==> src/design/nsc_pkg.sv <==
// Shared types and character codes for the NMEA sentence checksum framer.
`timescale 1ns / 1ps
`default_nettype none
package nsc_pkg;

  // Largest supported sentence store: 256 bytes.
  localparam int MaxAddrW = 8;
  localparam int MaxLenW  = 9;

  localparam logic [7:0] ChDollar = 8'h24;
  localparam logic [7:0] ChComma  = 8'h2C;
  localparam logic [7:0] ChStar   = 8'h2A;

  // Byte write into the sentence store.
  typedef struct packed {
    logic                en;
    logic [MaxAddrW-1:0] addr;
    logic [7:0]          data;
  } wr_req_t;

  // Request to read out a validated sentence of len bytes from address 0.
  typedef struct packed {
    logic               start;
    logic [MaxLenW-1:0] len;
  } emit_req_t;

endpackage
`default_nettype wire

==> src/design/nsc_parser.sv <==
// Sentence parser: phase tracking, checksum accumulation and store writes.
`timescale 1ns / 1ps
`default_nettype none
module nsc_parser
  import nsc_pkg::*;
#(
  parameter int MAX_LEN = 64
) (
  input  wire logic      clk,
  input  wire logic      rst,
  input  wire logic      accept,
  input  wire logic [7:0] rx_char,
  output wr_req_t        wr_req,
  output emit_req_t      emit_req
);

  localparam int AddrW = $clog2(MAX_LEN);
  localparam int LenW  = $clog2(MAX_LEN + 1);

  typedef enum logic [3:0] {
    PH_IDLE   = 4'b0001,
    PH_HEADER = 4'b0010,
    PH_DATA   = 4'b0100,
    PH_DIGITS = 4'b1000
  } phase_t;

  function automatic logic [3:0] hex_value(input logic [7:0] ch);
    logic [3:0] v;
    v = 4'd0;
    if (ch >= 8'h30 && ch <= 8'h39) v = ch[3:0];
    else if ((ch >= 8'h61 && ch <= 8'h66) || (ch >= 8'h41 && ch <= 8'h46))
      v = ch[3:0] + 4'd9;
    return v;
  endfunction

  phase_t          phase, phase_next;
  logic [7:0]      running_xor, running_xor_next;
  logic [LenW-1:0] fill_count, fill_count_next;
  logic            hi_seen, hi_seen_next;
  logic [3:0]      hi_nib, hi_nib_next;
  logic            store_ok;

  assign store_ok = fill_count < LenW'(MAX_LEN);

  always_comb begin
    phase_next       = phase;
    running_xor_next = running_xor;
    fill_count_next  = fill_count;
    hi_seen_next     = hi_seen;
    hi_nib_next      = hi_nib;
    wr_req.en        = 1'b0;
    wr_req.addr      = MaxAddrW'(fill_count[AddrW-1:0]);
    wr_req.data      = rx_char;
    emit_req.start   = 1'b0;
    emit_req.len     = MaxLenW'(fill_count + LenW'(1));
    if (accept) begin
      if (phase == PH_IDLE) begin
        if (rx_char == ChDollar) begin
          wr_req.en        = 1'b1;
          wr_req.addr      = '0;
          fill_count_next  = LenW'(1);
          running_xor_next = 8'd0;
          phase_next       = PH_HEADER;
        end
      end else if (!store_ok) begin
        // overlong: drop the sentence silently
        phase_next       = PH_IDLE;
        fill_count_next  = '0;
        running_xor_next = 8'd0;
      end else begin
        wr_req.en       = 1'b1;
        fill_count_next = fill_count + LenW'(1);
        unique case (phase)
          PH_HEADER: begin
            running_xor_next = running_xor ^ rx_char;
            if (rx_char == ChComma) phase_next = PH_DATA;
          end
          PH_DATA: begin
            if (rx_char == ChStar) begin
              phase_next   = PH_DIGITS;
              hi_seen_next = 1'b0;
            end else begin
              running_xor_next = running_xor ^ rx_char;
            end
          end
          PH_DIGITS: begin
            if (!hi_seen) begin
              hi_seen_next = 1'b1;
              hi_nib_next  = hex_value(rx_char);
            end else begin
              emit_req.start   = ({hi_nib, hex_value(rx_char)} == running_xor);
              phase_next       = PH_IDLE;
              fill_count_next  = '0;
              running_xor_next = 8'd0;
              hi_seen_next     = 1'b0;
            end
          end
          default: phase_next = PH_IDLE;
        endcase
      end
    end
  end

  always_ff @(posedge clk) begin
    if (rst) begin
      phase       <= PH_IDLE;
      running_xor <= 8'd0;
      fill_count  <= '0;
      hi_seen     <= 1'b0;
    end else begin
      phase       <= phase_next;
      running_xor <= running_xor_next;
      fill_count  <= fill_count_next;
      hi_seen     <= hi_seen_next;
    end
  end

  always_ff @(posedge clk) begin
    hi_nib <= hi_nib_next;
  end

endmodule
`default_nettype wire

==> src/design/nsc_store.sv <==
// Sentence store memory with read-out sequencer and output register.
`timescale 1ns / 1ps
`default_nettype none
module nsc_store
  import nsc_pkg::*;
#(
  parameter int MAX_LEN = 64
) (
  input  wire logic       clk,
  input  wire logic       rst,
  input  wire wr_req_t    wr_req,
  input  wire emit_req_t  emit_req,
  output logic            busy,
  output logic            m_tvalid,
  input  wire logic       m_tready,
  output logic [7:0]      m_tdata,
  output logic            m_tlast
);

  localparam int AddrW = $clog2(MAX_LEN);
  localparam int LenW  = $clog2(MAX_LEN + 1);

  logic [7:0]       mem [MAX_LEN];
  logic [7:0]       mem_q;
  logic             rd_active;
  logic [AddrW-1:0] rd_addr;
  logic [LenW-1:0]  rd_len;
  logic             rd_pending;
  logic             pend_last;
  logic             issue;
  logic             issue_last;

  assign busy       = rd_active;
  assign issue      = rd_active && !rd_pending && (!m_tvalid || m_tready);
  assign issue_last = (LenW'(rd_addr) + LenW'(1)) == rd_len;

  always_ff @(posedge clk) begin
    if (wr_req.en) mem[wr_req.addr[AddrW-1:0]] <= wr_req.data;
    mem_q <= mem[rd_addr];
  end

  always_ff @(posedge clk) begin
    if (rst) begin
      rd_active  <= 1'b0;
      rd_pending <= 1'b0;
      m_tvalid   <= 1'b0;
      rd_addr    <= '0;
    end else begin
      if (emit_req.start) begin
        rd_active <= 1'b1;
        rd_addr   <= '0;
      end else if (issue) begin
        rd_addr <= rd_addr + AddrW'(1);
        if (issue_last) rd_active <= 1'b0;
      end
      rd_pending <= issue;
      if (rd_pending) m_tvalid <= 1'b1;
      else if (m_tready) m_tvalid <= 1'b0;
    end
  end

  always_ff @(posedge clk) begin
    if (emit_req.start) rd_len <= emit_req.len[LenW-1:0];
    if (issue) pend_last <= issue_last;
    if (rd_pending) begin
      m_tdata <= mem_q;
      m_tlast <= pend_last;
    end
  end

endmodule
`default_nettype wire

==> src/design/nmea_sentence_checksum_framer_top.sv <==
// Top level of the NMEA sentence checksum framer.
//
// Input stream (s_*): one received character per request in s_tdata.
// A '$' in idle opens a sentence; the header runs to the first ',', data to
// '*', and every byte between '$' and '*' is XORed into the checksum. The two
// hex digits after '*' (upper or lower case, other characters read as 0) are
// compared with it. A sentence longer than MAX_LEN bytes is dropped.
// Output stream (m_*): a validated sentence, '$' through the second digit,
// one byte per request, m_tlast on the final digit. Bad sentences vanish.
// Throughput: one character per cycle while parsing. After a good sentence
// the input is held off during read-out of the store (one read port, a
// registered read): each byte is read and moved to the output register
// before the next read is issued. Read-out waits while m_tready is low;
// the last byte may still wait in the output register while input resumes.
// The first output byte passes the read-start, store and output registers.
// Reset (rst, synchronous) returns to idle and discards any pending output;
// the store itself is not cleared, only written entries are ever read.
`timescale 1ns / 1ps
`default_nettype none
module nmea_sentence_checksum_framer_top
  import nsc_pkg::*;
#(
  parameter int MAX_LEN = 64
) (
  input  wire logic       clk,
  input  wire logic       rst,
  input  wire logic       s_tvalid,
  output logic            s_tready,
  input  wire logic [7:0] s_tdata,   // [7:0] rx_char
  output logic            m_tvalid,
  input  wire logic       m_tready,
  output logic [7:0]      m_tdata,   // [7:0] sentence_byte
  output logic            m_tlast    // last_byte
);

  wr_req_t   wr_req;
  emit_req_t emit_req;
  logic      busy;
  logic      accept;

  // Input is held off only while a sentence is being read out of the store.
  assign s_tready = !busy;
  assign accept   = s_tvalid && s_tready;

  nsc_parser #(
    .MAX_LEN(MAX_LEN)
  ) u_parser (
    .clk      (clk),
    .rst      (rst),
    .accept   (accept),
    .rx_char  (s_tdata),
    .wr_req   (wr_req),
    .emit_req (emit_req)
  );

  nsc_store #(
    .MAX_LEN(MAX_LEN)
  ) u_store (
    .clk      (clk),
    .rst      (rst),
    .wr_req   (wr_req),
    .emit_req (emit_req),
    .busy     (busy),
    .m_tvalid (m_tvalid),
    .m_tready (m_tready),
    .m_tdata  (m_tdata),
    .m_tlast  (m_tlast)
  );

endmodule
`default_nettype wire
==> config.mk <==
export PLATFORM = sky130hd
export DESIGN_NAME = nmea_sentence_checksum_framer_top
export DESIGN_NICKNAME = d
export VERILOG_FILES = /design/src/design/nsc_pkg.sv /design/src/design/nsc_parser.sv /design/src/design/nsc_store.sv /design/src/design/nmea_sentence_checksum_framer_top.sv
export SDC_FILE = /design/constraint.sdc
export NUM_CORES = 1
export LEC_CHECK = 0
export BUFFER_PORTS_ARGS = -buffer_cell sky130_fd_sc_hd__buf_2
export CAP_MARGIN = 20
export CORE_MARGIN = 2
export CORE_UTILIZATION = 40
export DETAILED_ROUTE_END_ITERATION = 7
export PLACE_DENSITY = 0.61
export SETUP_SLACK_MARGIN = 0.15
export SYNTH_ARGS = -nofsm -noshare
export SYNTH_HDL_FRONTEND = slang
export SYNTH_SLANG_ARGS = --single-unit
==> constraint.sdc <==
create_clock -name clk -period 2.8 [get_ports clk]
set_input_delay 0.28 -clock clk [delete_from_list [all_inputs] [get_ports clk]]
set_output_delay 0.28 -clock clk [all_outputs]
set_load 0.01 [all_outputs]
==> results.md <==
* Status: complete, no violations
* Sequential Area at 16760 sq um
* Commonest non-fill, non-tap cell in the layout: edfxtp_1
* Ys async rst share at 0%
* Max Fclk at 386.9 MHz
* Initial Utilization at 40.44%
* Total GRT Usage at 17.58%
* Die H at 242.5 um
* Post-Route M1 WL at 22650 um
* Post-synthesis cell area at 22760 sq um
* Core Rows at 87
* Core Region at 56280 sq um
* Setup crit start kind: register
* Clk slew on worst S/H paths at 0.06 ns
* Via count at 11.29k
* Most used DFF post-synth: edfxtp_1
* Worst reg2reg path depth at 5
* Die footprint at 58830 sq um
* Post-synthesis compound-gate area fraction at 2.045%
* Worst setup EP type: register
* DRC at 0
* First-pass DRT Iterations at 7
* Critical path's slowest cell: nor2_1
* Max_slew headroom at 31.72%
* Area Overhead vs Synth at 15.87%
* Distinct cells, synth at 63
* Clock Latency Late Sink at 0.63 ns
* Total CTS buffers at 58
* Synthesized-area fraction occupied by and/or/nand/nor cells at 4.794%
* Fin worst setup slack at 0.2155 ns
* Post-synthesis mux area share at 16.62%
* Port buffer count at 22
* Initial antenna violation count at 3
* WS Path Type: register to register
* Commonest cells after routing, fill and taps aside: edfxtp_1 (533), mux4_2 (163), nor2_1 (100), buf_4 (81), clkbuf_16 (59)
* DR WL met3 at 2750 um
* Met2 wire len at 24190 um
* Vias in the first global route at 11.43k
* Worst Hold Slack at 0.08522 ns
* Largest net degree at the start of global routing at 65
* First-pass GRT wire length at 76260 um
* Setup_tns at 0 ns
* Period Utilization, post-route at 92.30%
* Post-Syn Nets at 1152
* DR top layer: met4
* Routed WL at 50990 um
* Placed instance area at 24480 sq um
* Clock sink total at 570
* Final Setup Violations at 0
* Crit-path cells: nand2b_1 -> nor3_1 -> buf_4 -> nand3_1 -> nor2_1
* Vias per cell at 5.483
* Pre-CTS WS at 0.01056 ns
* Warnings from Yosys at 0
* #FFs+latches synth at 570
* Number of flops mapped to enable cells by yosys at 533
* Finished Layout Cells at 2059
* Synth Area in Adders at 0.3298%
* Ports at 23
* Maxcap violations at 0
* Layout fillers at 4714
* Total global routing overflow at 0
* # H-tree levels at 2
* Total power at 17.29 mW
* Area of the multi-input gates at 5710 sq um
* CTS Hold Buffers Added at 0
* Worst slew pin tran at 1.020 ns
* Post-synthesis sequential area ratio at 73.57%
* # nets final at 1270
* Placed Cells incl. Taps at 1948
* Hold Path Stages at 4
* Post-Syn Instances at 1134
* Post-layout util at 46.86%
* Chip width at 242.5 um
* HPWL Detailed at 32700 um
* Fraction of layout cells with a size suffix above 1 at 30.49%
* Worst R2R Setup Slack at 0.22 ns
* Synthesized area per cell at 20.07 sq um
* Critical Path RT at 3.04 ns
* Pins Over Slew Limit at 0
* Worst Clk Skew at 0.02718 ns
* Worst hold-check path type: input port to register
* Period minus WS final at 2.584 ns
* CTS tree: built
* Largest family of logic cells by synthesized area: multiplexers
* Placer Congestion at 0.8206
* DRT antenna net count at 0
* Worst vdd ir at 0.4503 mV
* CP peak stage delay at 0.87 ns
* Drt wl/cell at 24.76 um
* Root buffer cell: clkbuf_16
* Static Leak at 8.057 nW
* Initial drt markers at 1188
* Final hold violation count at 0
* Worst EP arrival at 2.83 ns
* Worst-case clock buffer depth at 3
* Pwr dens at 655.6 nW/um^2
* Design Area, Final at 26370 sq um
* Post-synthesis xor/xnor area fraction at 1.154%
* CP max FO at 8
* RSZ-0062 raised after global routing: yes
cells in the mapped netlist, types with 8 or more instances:
cell type | n | area [sq um]
a211oi_1 | 14 | 105.1
dfxtp_1 | 37 | 740.7
nand2_1 | 22 | 82.58
a21oi_1 | 16 | 80.08
o21ai_0 | 8 | 40.04
mux2i_1 | 10 | 100.1
nor2_1 | 101 | 379.1
xor2_1 | 12 | 105.1
buf_2 | 21 | 105.1
mux4_2 | 163 | 3671
clkbuf_1 | 27 | 101.4
edfxtp_1 | 533 | 16010
nand4_1 | 9 | 56.30
nor2b_1 | 14 | 87.58
nand3_1 | 25 | 125.1
inv_1 | 10 | 37.54
xnor2_1 | 18 | 157.7
final timing paths:
kind / from / end
hold reg to reg: u_store.mem_q[4]$_DFF_P_ / u_store.m_tdata[4]$_DFFE_PP_
setup reg to reg: u_store.busy$_SDFFE_PP0P_ / u_store.mem[37][4]$_DFFE_PP_
hold / removal: s_tdata[5] / u_parser.running_xor[5]$_SDFFE_PP0P_
setup / recovery: u_store.busy$_SDFFE_PP0P_ / u_store.mem[37][4]$_DFFE_PP_
state kept, by name, summed over array words and instances, names as in the netlist, 6 cells and up:
| register | count |
|---|---|
| u_store.mem | 512 |
| u_parser.running_xor | 8 |
| u_store.m_tdata | 8 |
| u_store.mem_q | 8 |
| u_parser.fill_count | 7 |
| u_store.rd_len | 7 |
| u_store.rd_addr | 6 |
where the power goes:
group | internal [mW] | switching [mW]
combinational | 0.130 | 0.298
sequential | 9.32 | 0.0114
clock | 4.31 | 3.22
total | 13.8 | 3.52
layout make-up:
type / count / share of cell area (%)
antenna: 1 / 0.009489
clock inverter: 32 / 0.8729
tap: 756 / 3.587
timing repair buffer: 119 / 3.938
multi-input combinational: 492 / 21.65
inverter: 11 / 0.1566
sequential: 570 / 63.54
clock buffer: 78 / 6.248
what timing repair did:
item                                    CTS  global route
endpoints found under the setup margin    2            34
gates resized for setup                   2             1
setup buffers                             0             0
routing by layer:
metal	vias up	global-route usage [%]
met5	-	0
met4	0	5.410
met3	82	3.057
met2	341	27.55
met1	5954	25.28
li1	4912	-
cells by family after synthesis:
family	after synthesis
muxes	174
buffers and inverters	72
xor gates and xnor gates	30
and+or+nand+nor	218
adders and majority gates	6
DFF	570
AOI/OAI and AO/OA	64
worst max-delay path, delay by kind of cell (launching register included):
kind	cells	cell delay (ns)
DFF	1	0.33
buffers and inverters	1	0.22
and+or+nand+nor	4	1.66
Power figures use the tool's default switching activity.
